## src/rtl/tqg_pkg.sv

```systemverilog
// Shared types and constants of the tiled quad generator.
// Used by tqg_div and tiled_quad_generator; depends on nothing.
`default_nettype none
package tqg_pkg;

	localparam int POS_FRAC_BITS = 8;
	localparam int UV_FRAC_BITS  = 16;
	localparam int PW  = 40;  // position work width
	localparam int DVW = 50;  // signed dividend width
	localparam int DSW = 32;  // divisor width
	localparam int AW  = 35;  // multiplier operand a
	localparam int BW  = 24;  // multiplier operand b

	localparam logic [2:0] REG_TILE_W   = 3'd0;
	localparam logic [2:0] REG_TILE_H   = 3'd1;
	localparam logic [2:0] REG_USE_CNT  = 3'd2;
	localparam logic [2:0] REG_WRAP     = 3'd3;
	localparam logic [2:0] REG_SRC_L    = 3'd4;
	localparam logic [2:0] REG_SRC_T    = 3'd5;
	localparam logic [2:0] REG_SRC_W    = 3'd6;
	localparam logic [2:0] REG_SRC_H    = 3'd7;

	typedef struct packed {
		logic signed [23:0] rect_x;
		logic signed [23:0] rect_y;
		logic [22:0]        rect_w;
		logic [22:0]        rect_h;
		logic signed [23:0] pan_x;
		logic signed [23:0] pan_y;
	} in_t;

	typedef struct packed {
		logic signed [23:0] quad_x0;
		logic signed [23:0] quad_y0;
		logic signed [23:0] quad_x1;
		logic signed [23:0] quad_y1;
		logic signed [23:0] tex_u0;
		logic signed [23:0] tex_v0;
		logic signed [23:0] tex_u1;
		logic signed [23:0] tex_v1;
		logic               last_quad;
		logic               tiles_truncated;
	} out_t;

	typedef enum logic [2:0] {
		S_IDLE, S_OP, S_MUL, S_DIV, S_WAIT, S_TILE, S_PACK, S_EMIT
	} state_t;

	typedef enum logic [3:0] {
		ST_WCX, ST_WSX, ST_WCY, ST_WSY,
		ST_TW, ST_TH, ST_OX, ST_OY, ST_NX, ST_NY,
		ST_CL, ST_CR, ST_CT, ST_CB
	} step_t;

	function automatic logic signed [23:0] sat24(input logic signed [PW-1:0] v);
		logic signed [23:0] r;
		if (v > $signed(PW'(24'sh7FFFFF)))
			r = 24'sh7FFFFF;
		else if (v < -$signed(PW'(32'sh800000)))
			r = -24'sh800000;
		else
			r = v[23:0];
		return r;
	endfunction

endpackage
`default_nettype wire

```

## src/rtl/tqg_div.sv

```systemverilog
// Shared restoring divider, one quotient bit per cycle, floor semantics.
// Depends on tqg_pkg; instantiated by tiled_quad_generator.
`default_nettype none
module tqg_div import tqg_pkg::*; (
	input  wire logic                  clk,
	input  wire logic                  arst_n,
	input  wire logic                  start,
	input  wire logic signed [DVW-1:0] dividend,
	input  wire logic [DSW-1:0]        divisor,
	output logic                       done,
	output logic signed [DVW-1:0]      quot,
	output logic [DSW-1:0]             rem
);
	localparam int NB = DVW - 1;

	logic          busy_q, done_q, neg_q;
	logic [5:0]    cnt_q;
	logic [NB-1:0] mag_q;
	logic [DSW-1:0] rem_q, dvs_q;
	logic [DSW:0]  trial, diff;
	logic          ge;
	logic signed [DVW-1:0] absd, qm;
	logic          rz;

	always_comb begin
		trial = {rem_q, mag_q[NB-1]};
		diff  = trial - {1'b0, dvs_q};
		ge    = trial >= {1'b0, dvs_q};
		absd  = dividend[DVW-1] ? -dividend : dividend;
		qm    = $signed({1'b0, mag_q});
		rz    = rem_q == '0;
		if (!neg_q)
			quot = qm;
		else if (rz)
			quot = -qm;
		else
			quot = ~qm;
		rem  = (neg_q && !rz) ? dvs_q - rem_q : rem_q;
		done = done_q;
	end

	always_ff @(posedge clk or negedge arst_n) begin
		if (!arst_n) begin
			busy_q <= 1'b0;
			done_q <= 1'b0;
			cnt_q  <= '0;
		end else if (start) begin
			busy_q <= 1'b1;
			done_q <= 1'b0;
			cnt_q  <= 6'(NB);
		end else if (busy_q) begin
			cnt_q <= cnt_q - 6'd1;
			if (cnt_q == 6'd1) begin
				busy_q <= 1'b0;
				done_q <= 1'b1;
			end
		end else begin
			done_q <= 1'b0;
		end
	end

	always_ff @(posedge clk) begin
		if (start) begin
			neg_q <= dividend[DVW-1];
			mag_q <= absd[NB-1:0];
			rem_q <= '0;
			dvs_q <= divisor;
		end else if (busy_q) begin
			rem_q <= ge ? diff[DSW-1:0] : trial[DSW-1:0];
			mag_q <= {mag_q[NB-2:0], ge};
		end
	end
endmodule
`default_nettype wire

```

## config.mk

```make
export PLATFORM = sky130hd
export DESIGN_NAME = tqg_div
export DESIGN_NICKNAME = d
export VERILOG_FILES = /design/src/rtl/tqg_pkg.sv /design/src/rtl/tqg_div.sv
export SDC_FILE = /design/constraint.sdc
export NUM_CORES = 1
export LEC_CHECK = 0
export BUFFER_PORTS_ARGS = -buffer_cell sky130_fd_sc_hd__buf_4
export CELL_PAD_IN_SITES_DETAIL_PLACEMENT = 1
export CELL_PAD_IN_SITES_GLOBAL_PLACEMENT = 2
export CORE_ASPECT_RATIO = 0.5
export CORE_MARGIN = 2
export CORE_UTILIZATION = 30
export DETAILED_ROUTE_END_ITERATION = 7
export PLACE_DENSITY_LB_ADDON = 0.1
export SLEW_MARGIN = 10
export SYNTH_ARGS = -nofsm -noshare
export SYNTH_HDL_FRONTEND = slang
export SYNTH_SLANG_ARGS = --single-unit
```

## constraint.sdc

```tcl
create_clock -name clk -period 3.4 [get_ports clk]
set_input_delay 0.34 -clock clk [delete_from_list [all_inputs] [get_ports clk]]
set_output_delay 0.34 -clock clk [all_outputs]
set_load 0.1 [all_outputs]
```

Yosys cells after proc, flatten, opt, wreduce, memory -nomap -nowiden
Cells that the tools add are included.

storage, ports and cells
  register bits = 122
  bits of input ports = 85
  output and inout bits = 83
  word-level logic and storage cells = 35

cells by class
  add/subtract/negate cells = 5
  magnitude comparators = 1
  equal/unequal tests = 2
  muxes and demuxes = 15
  bitwise gates (word level) = 1
  reductions and logical operators = 4

operators by type and width
  kind                                                                      number
  49-bit two-way mux                                                        3
  50-bit two-way mux                                                        2
  32-bit two-way mux                                                        2
  32-bit subtractor                                                         2
  49-bit negator with 50-bit output                                         1
  49-bit NOT with 50-bit output                                             1
  49-bit negator                                                            1
  33-bit by 32-bit >= comparator with 1-bit output                          1
  32-bit logical NOT                                                        1
  6-bit two-way mux                                                         2
  6-bit by 1-bit == test with 1-bit output (second input constant)          1
  1-bit two-way mux                                                         6
  6-bit by 1-bit subtractor with 6-bit output (second input constant)       1
  3-bit by 2-bit inequality test with 1-bit output (second input constant)  1
  2-bit nonzero test                                                        1
  1-bit logical AND                                                         1
  1-bit logical NOT                                                         1

Depth between registers and ports, before layout
  depth in word-level cells = 4
  depth in mapped cells = 14
  mapped depth without buffers = 14

Worst setup path after synthesis
Ideal clock, no wire load.

  kind = register to output
  start point = reg rem_q[3]
  end point = out rem[27]
  arrival = 5.253 ns
  slack = -2.193 ns
  stages on the path, launching flop included = 11
  path buffers = 0
  cell sequence = dfxtp_1 > inv_1 > ha_1 > a21o_1 > a21oi_1 > a21oi_1 > nor2_1 > nand4_1 > a2111oi_0 > nor3_1 > o41ai_1

on the way
  longest elaborated chain between the ends = 4
  elaborated cells between the ends (all ways) = 5
  those cells by class = 1 x add/sub; 1 x mux; 3 x reduce/logical

RTL lines
  item                                                       RTL line       source
  start, declared                                            tqg_div.sv:19  logic [DSW-1:0] rem_q, dvs_q;
  start signal, assigned                                     tqg_div.sv:69  rem_q <= ge ? diff[DSW-1:0] : trial[DSW-1:0];
  branches (longest 3 deep; another with 32-bit subtractor)  n/a
  32-bit two-way mux (*)                                     tqg_div.sv:38  rem = (neg_q && !rz) ? dvs_q - rem_q : rem_q;
  end, declared                                              tqg_div.sv:12  output logic [DSW-1:0] rem

Every way passes the cells marked *.

Final worst setup path
  start point = reg mag_q[20]
  end point = out quot[41]

on the way
  longest elaborated chain between the ends = 3

RTL lines
  item                               RTL line       source
  start, declared                    tqg_div.sv:18  logic [NB-1:0] mag_q;
  start signal, assigned             tqg_div.sv:65  mag_q <= absd[NB-1:0];
  start signal, assigned             tqg_div.sv:70  mag_q <= {mag_q[NB-2:0], ge};
  49-bit negator with 50-bit output  tqg_div.sv:35  quot = -qm;
  50-bit two-way mux                 tqg_div.sv:34  else if (rz)
  50-bit two-way mux                 tqg_div.sv:32  if (!neg_q)
  end, declared                      tqg_div.sv:11  output logic signed [DVW-1:0] quot,

No other way between the ends.

==> impl_results.md <==
- Clock Latency Late Sink: 0.44 ns
- CORE AREA: 0.0345 mm^2
- Via count: 11323
- Sw Share: 0.461
- Minimum clock period: 4.29 ns
- Worst endpoint required time: 3.06 ns
- Post-synth EDFFs: 82
- Routed length per placed instance: 18.5 um
- Max IR drop VDD: 334 uV
- Slew headroom: 0.316
- First-iteration detailed-routing DRC count: 563
- Cell variety after synth: 70
- Cell count after synthesis: 1291
- Status: complete, but fails checks
- Area grow syn2layout: 66.7%
- Synth Register Bits: 122
- Final worst slack: -0.887 ns
- Main synth FF type: edfxtp_1
- Width of the die: 269 um
- Final setup fails: 70
- Layout Nets: 1871
- Top fanout value on the critical path: 2
- Via/cell ratio: 5.13
- Largest net degree at the start of global routing: 112
- Unrepaired setup endpoints after global routing: yes
- Most frequent cells in the layout: 361 x buf_4, 114 x nor2_1, 101 x nand2_1, 88 x a21oi_1, 82 x edfxtp_1
- CTS Buffer Depth: 2
- Vias in the first global route: 12015
- Detailed-router iteration count before antenna repair: 5
- Tcrit/Tclk final: 1.26
- Number of synthesis warnings: 0
- Tightest Hold Check Type: input pin to register
- IO Pins: 168
- Num CTS Buffers: 17
- Post-route DRC: 0
- Critical path type: register to output pin
- Total GRT Usage: 0.220
- Combinational Power Share: 0.563
- Clk sinks: 122
- Max_cap viols: 0
- Register share of total power: 0.217
- Syn Nets: 1445
- Measured slew at the worst slew-check pin: 1.02 ns
- Share of the synthesized area in the top cell type: 0.233
- Critical Path Start Type: register
- Seq/Total Area, Yosys: 0.313
- Worst EP arrival: 3.95 ns
- Most common cell after layout, fill and taps aside: buf_4
- Final Max Slew Viols: 0
- Psw: 0.00397 W
- Routability cong.: 0.866
- Final wirelength: 40800 um
- Pwr per Cell Area: 489 mW/mm^2
- Power, Total: 0.00860 W
- Mapped Avg Cell Area: 8.17 um^2
- HPWL after DPL: 30400 um
- Layout Skew: 0.00829 ns
- Grt ovf: 0
- Netlist Area Pre-Place: 0.0105 mm^2
- Die area: 0.0368 mm^2
- Fmax: 233 MHz
- Clk pwr share: 0.220
- P_leak: 7.35 nW
- Pint: 0.00463 W
- Violated checks: negative setup slack
- Ys async rst share: 0.0656
- Final hold viol count: 0
- Clock Tree Root: clkbuf_16
- ANT nets after route: 0
- Share of layout cells above drive strength 1: 0.428
- Die Y: 137 um
- Cell taking the most area after synthesis: edfxtp_1
- Setup tns final: -26.33 ns
- Synth top area cells: edfxtp_1 23%, ha_1 7.9%, xnor2_1 6.4%, dfxtp_1 6.1%, xor2_1 5.6%
- Clock slew at reported path FFs: 0.06 ns
- H-tree depth: 4
- CTS tree: built
- Hold WS: 0.0751 ns
- Initial antenna violation count: 1
- Port Buffers: 167
- Placement Cell Area: 0.0148 mm^2
- Final non-filler cell area: 0.0176 mm^2
- Global-route wire length before repair: 64700 um
- Crit. End Element: output pin
- Initial core utilization: 0.305
- Row cnt: 48
per-layer routing:
| metal | vias to the layer above | share of wire | GRT usage |
|---|---|---|---|
| met1 | 5595 | 0.46 | 0.281 |
| met5 | - | 0 | 0 |
| met3 | 38 | 0.023 | 0.0307 |
| met2 | 135 | 0.50 | 0.391 |
| li1 | 5555 | - | - |
| met4 | 0 | 0.015 | 0.0590 |
worst paths after layout:
check	from	endpoint	slack, ns	cells after the start
min in group asynchronous	arst_n	cnt_q[3]	0.28	2
worst max-delay path	mag_q[20]	quot[41]	-0.89	12
worst max register to register	dvs_q[1]	rem_q[26]	-0.05	16
max in group asynchronous	arst_n	busy_q	2.98	2
worst min-delay path	divisor[10]	dvs_q[10]	0.08	1
worst min register to register	cnt_q[5]	cnt_q[5]	0.57	2
final cells by class:
cell class / instances / area (um^2)
Antenna cell: 1 / 2.50
Clock buffer: 23 / 458
Clock inverter: 9 / 123
Fill cell: 3905 / 16900
Inverter: 85 / 324
Multi-Input combinational cell: 1023 / 8480
Sequential cell: 122 / 3320
Tap cell: 475 / 594
Timing Repair Buffer: 468 / 4290
repair_timing:
item,CTS,global route
pin swaps,91,107
endpoints found under the setup margin,95,101
setup buffers,31,24
hold endpoints to repair,8,0
cloned,0,3
hold buffers,1,0
resized for setup,244,165
synthesized netlist by cell type (4+ instances only):
cell type,count
and3_1,8
dfxtp_1,32
nand2_1,128
o21a_1,17
nand2b_1,13
o31a_1,4
a311oi_1,22
a31oi_1,7
o31ai_1,31
o311ai_0,4
or4_1,17
a211oi_1,9
xor2_1,68
a2111oi_0,4
nor4_1,14
edfxtp_1,82
nand4_1,9
nor2b_1,11
or3_1,24
or2_2,5
clkbuf_1,55
nand3_1,28
and2_1,6
o21bai_1,7
ha_1,67
inv_1,85
xnor2_1,77
a21o_1,26
nor2_1,120
dfrtp_1,8
o211ai_1,6
nor3_1,24
o21ai_0,96
o41ai_1,16
a21oi_1,101
power groups by stage:
stage               clock [W]  sequential, W  combinational [W]
detailed placement          0        0.00189            0.00417
floorplan                   0        0.00190            0.00296
global placement            0        0.00188            0.00411
CTS                   0.00194        0.00186            0.00467
global route          0.00200        0.00189            0.00508
finish                0.00189        0.00187            0.00484
cells by family after synthesis:
logic type,share of synthesized area
AND/OR/NAND/NOR,0.192
AO/OA/AOI/OAI,0.235
buffers and inverters,0.0523
XOR/XNOR,0.120
flip-flops,0.313
adder cells (fa/ha/maj),0.0833
multiplexers,0.00391
through the flow:
stage / setup WS [ns] / std cells / utilization
floorplan: -0.567 / 1291 / -
global placement: -0.599 / 2125 / 0.429
detailed placement: -0.654 / 2125 / 0.429
CTS: -0.957 / 2186 / 0.484
global route: -1.03 / 2206 / 0.509
finish: -0.887 / 2206 / 0.509
flip-flops by register name, summed over array words and instances (netlist names):
| signal | count |
|---|---|
| mag_q | 49 |
| busy_q | 1 |
| rem_q | 32 |
| done | 1 |
| neg_q | 1 |
| cnt_q | 6 |
| dvs_q | 32 |
worst max-delay path, stage by stage (launching register included):
cell and delay, ns:
edfxtp_1 0.40, or3_4 0.39, or3_4 0.35, or3_4 0.37, or2_4 0.24, nor2_2 0.07, nand4b_1 0.12, or2_4 0.28
or4_4 0.44, buf_6 0.14, o41ai_4 0.33, xnor2_4 0.17, buf_12 0.19
(Power assumes the default switching activity.)
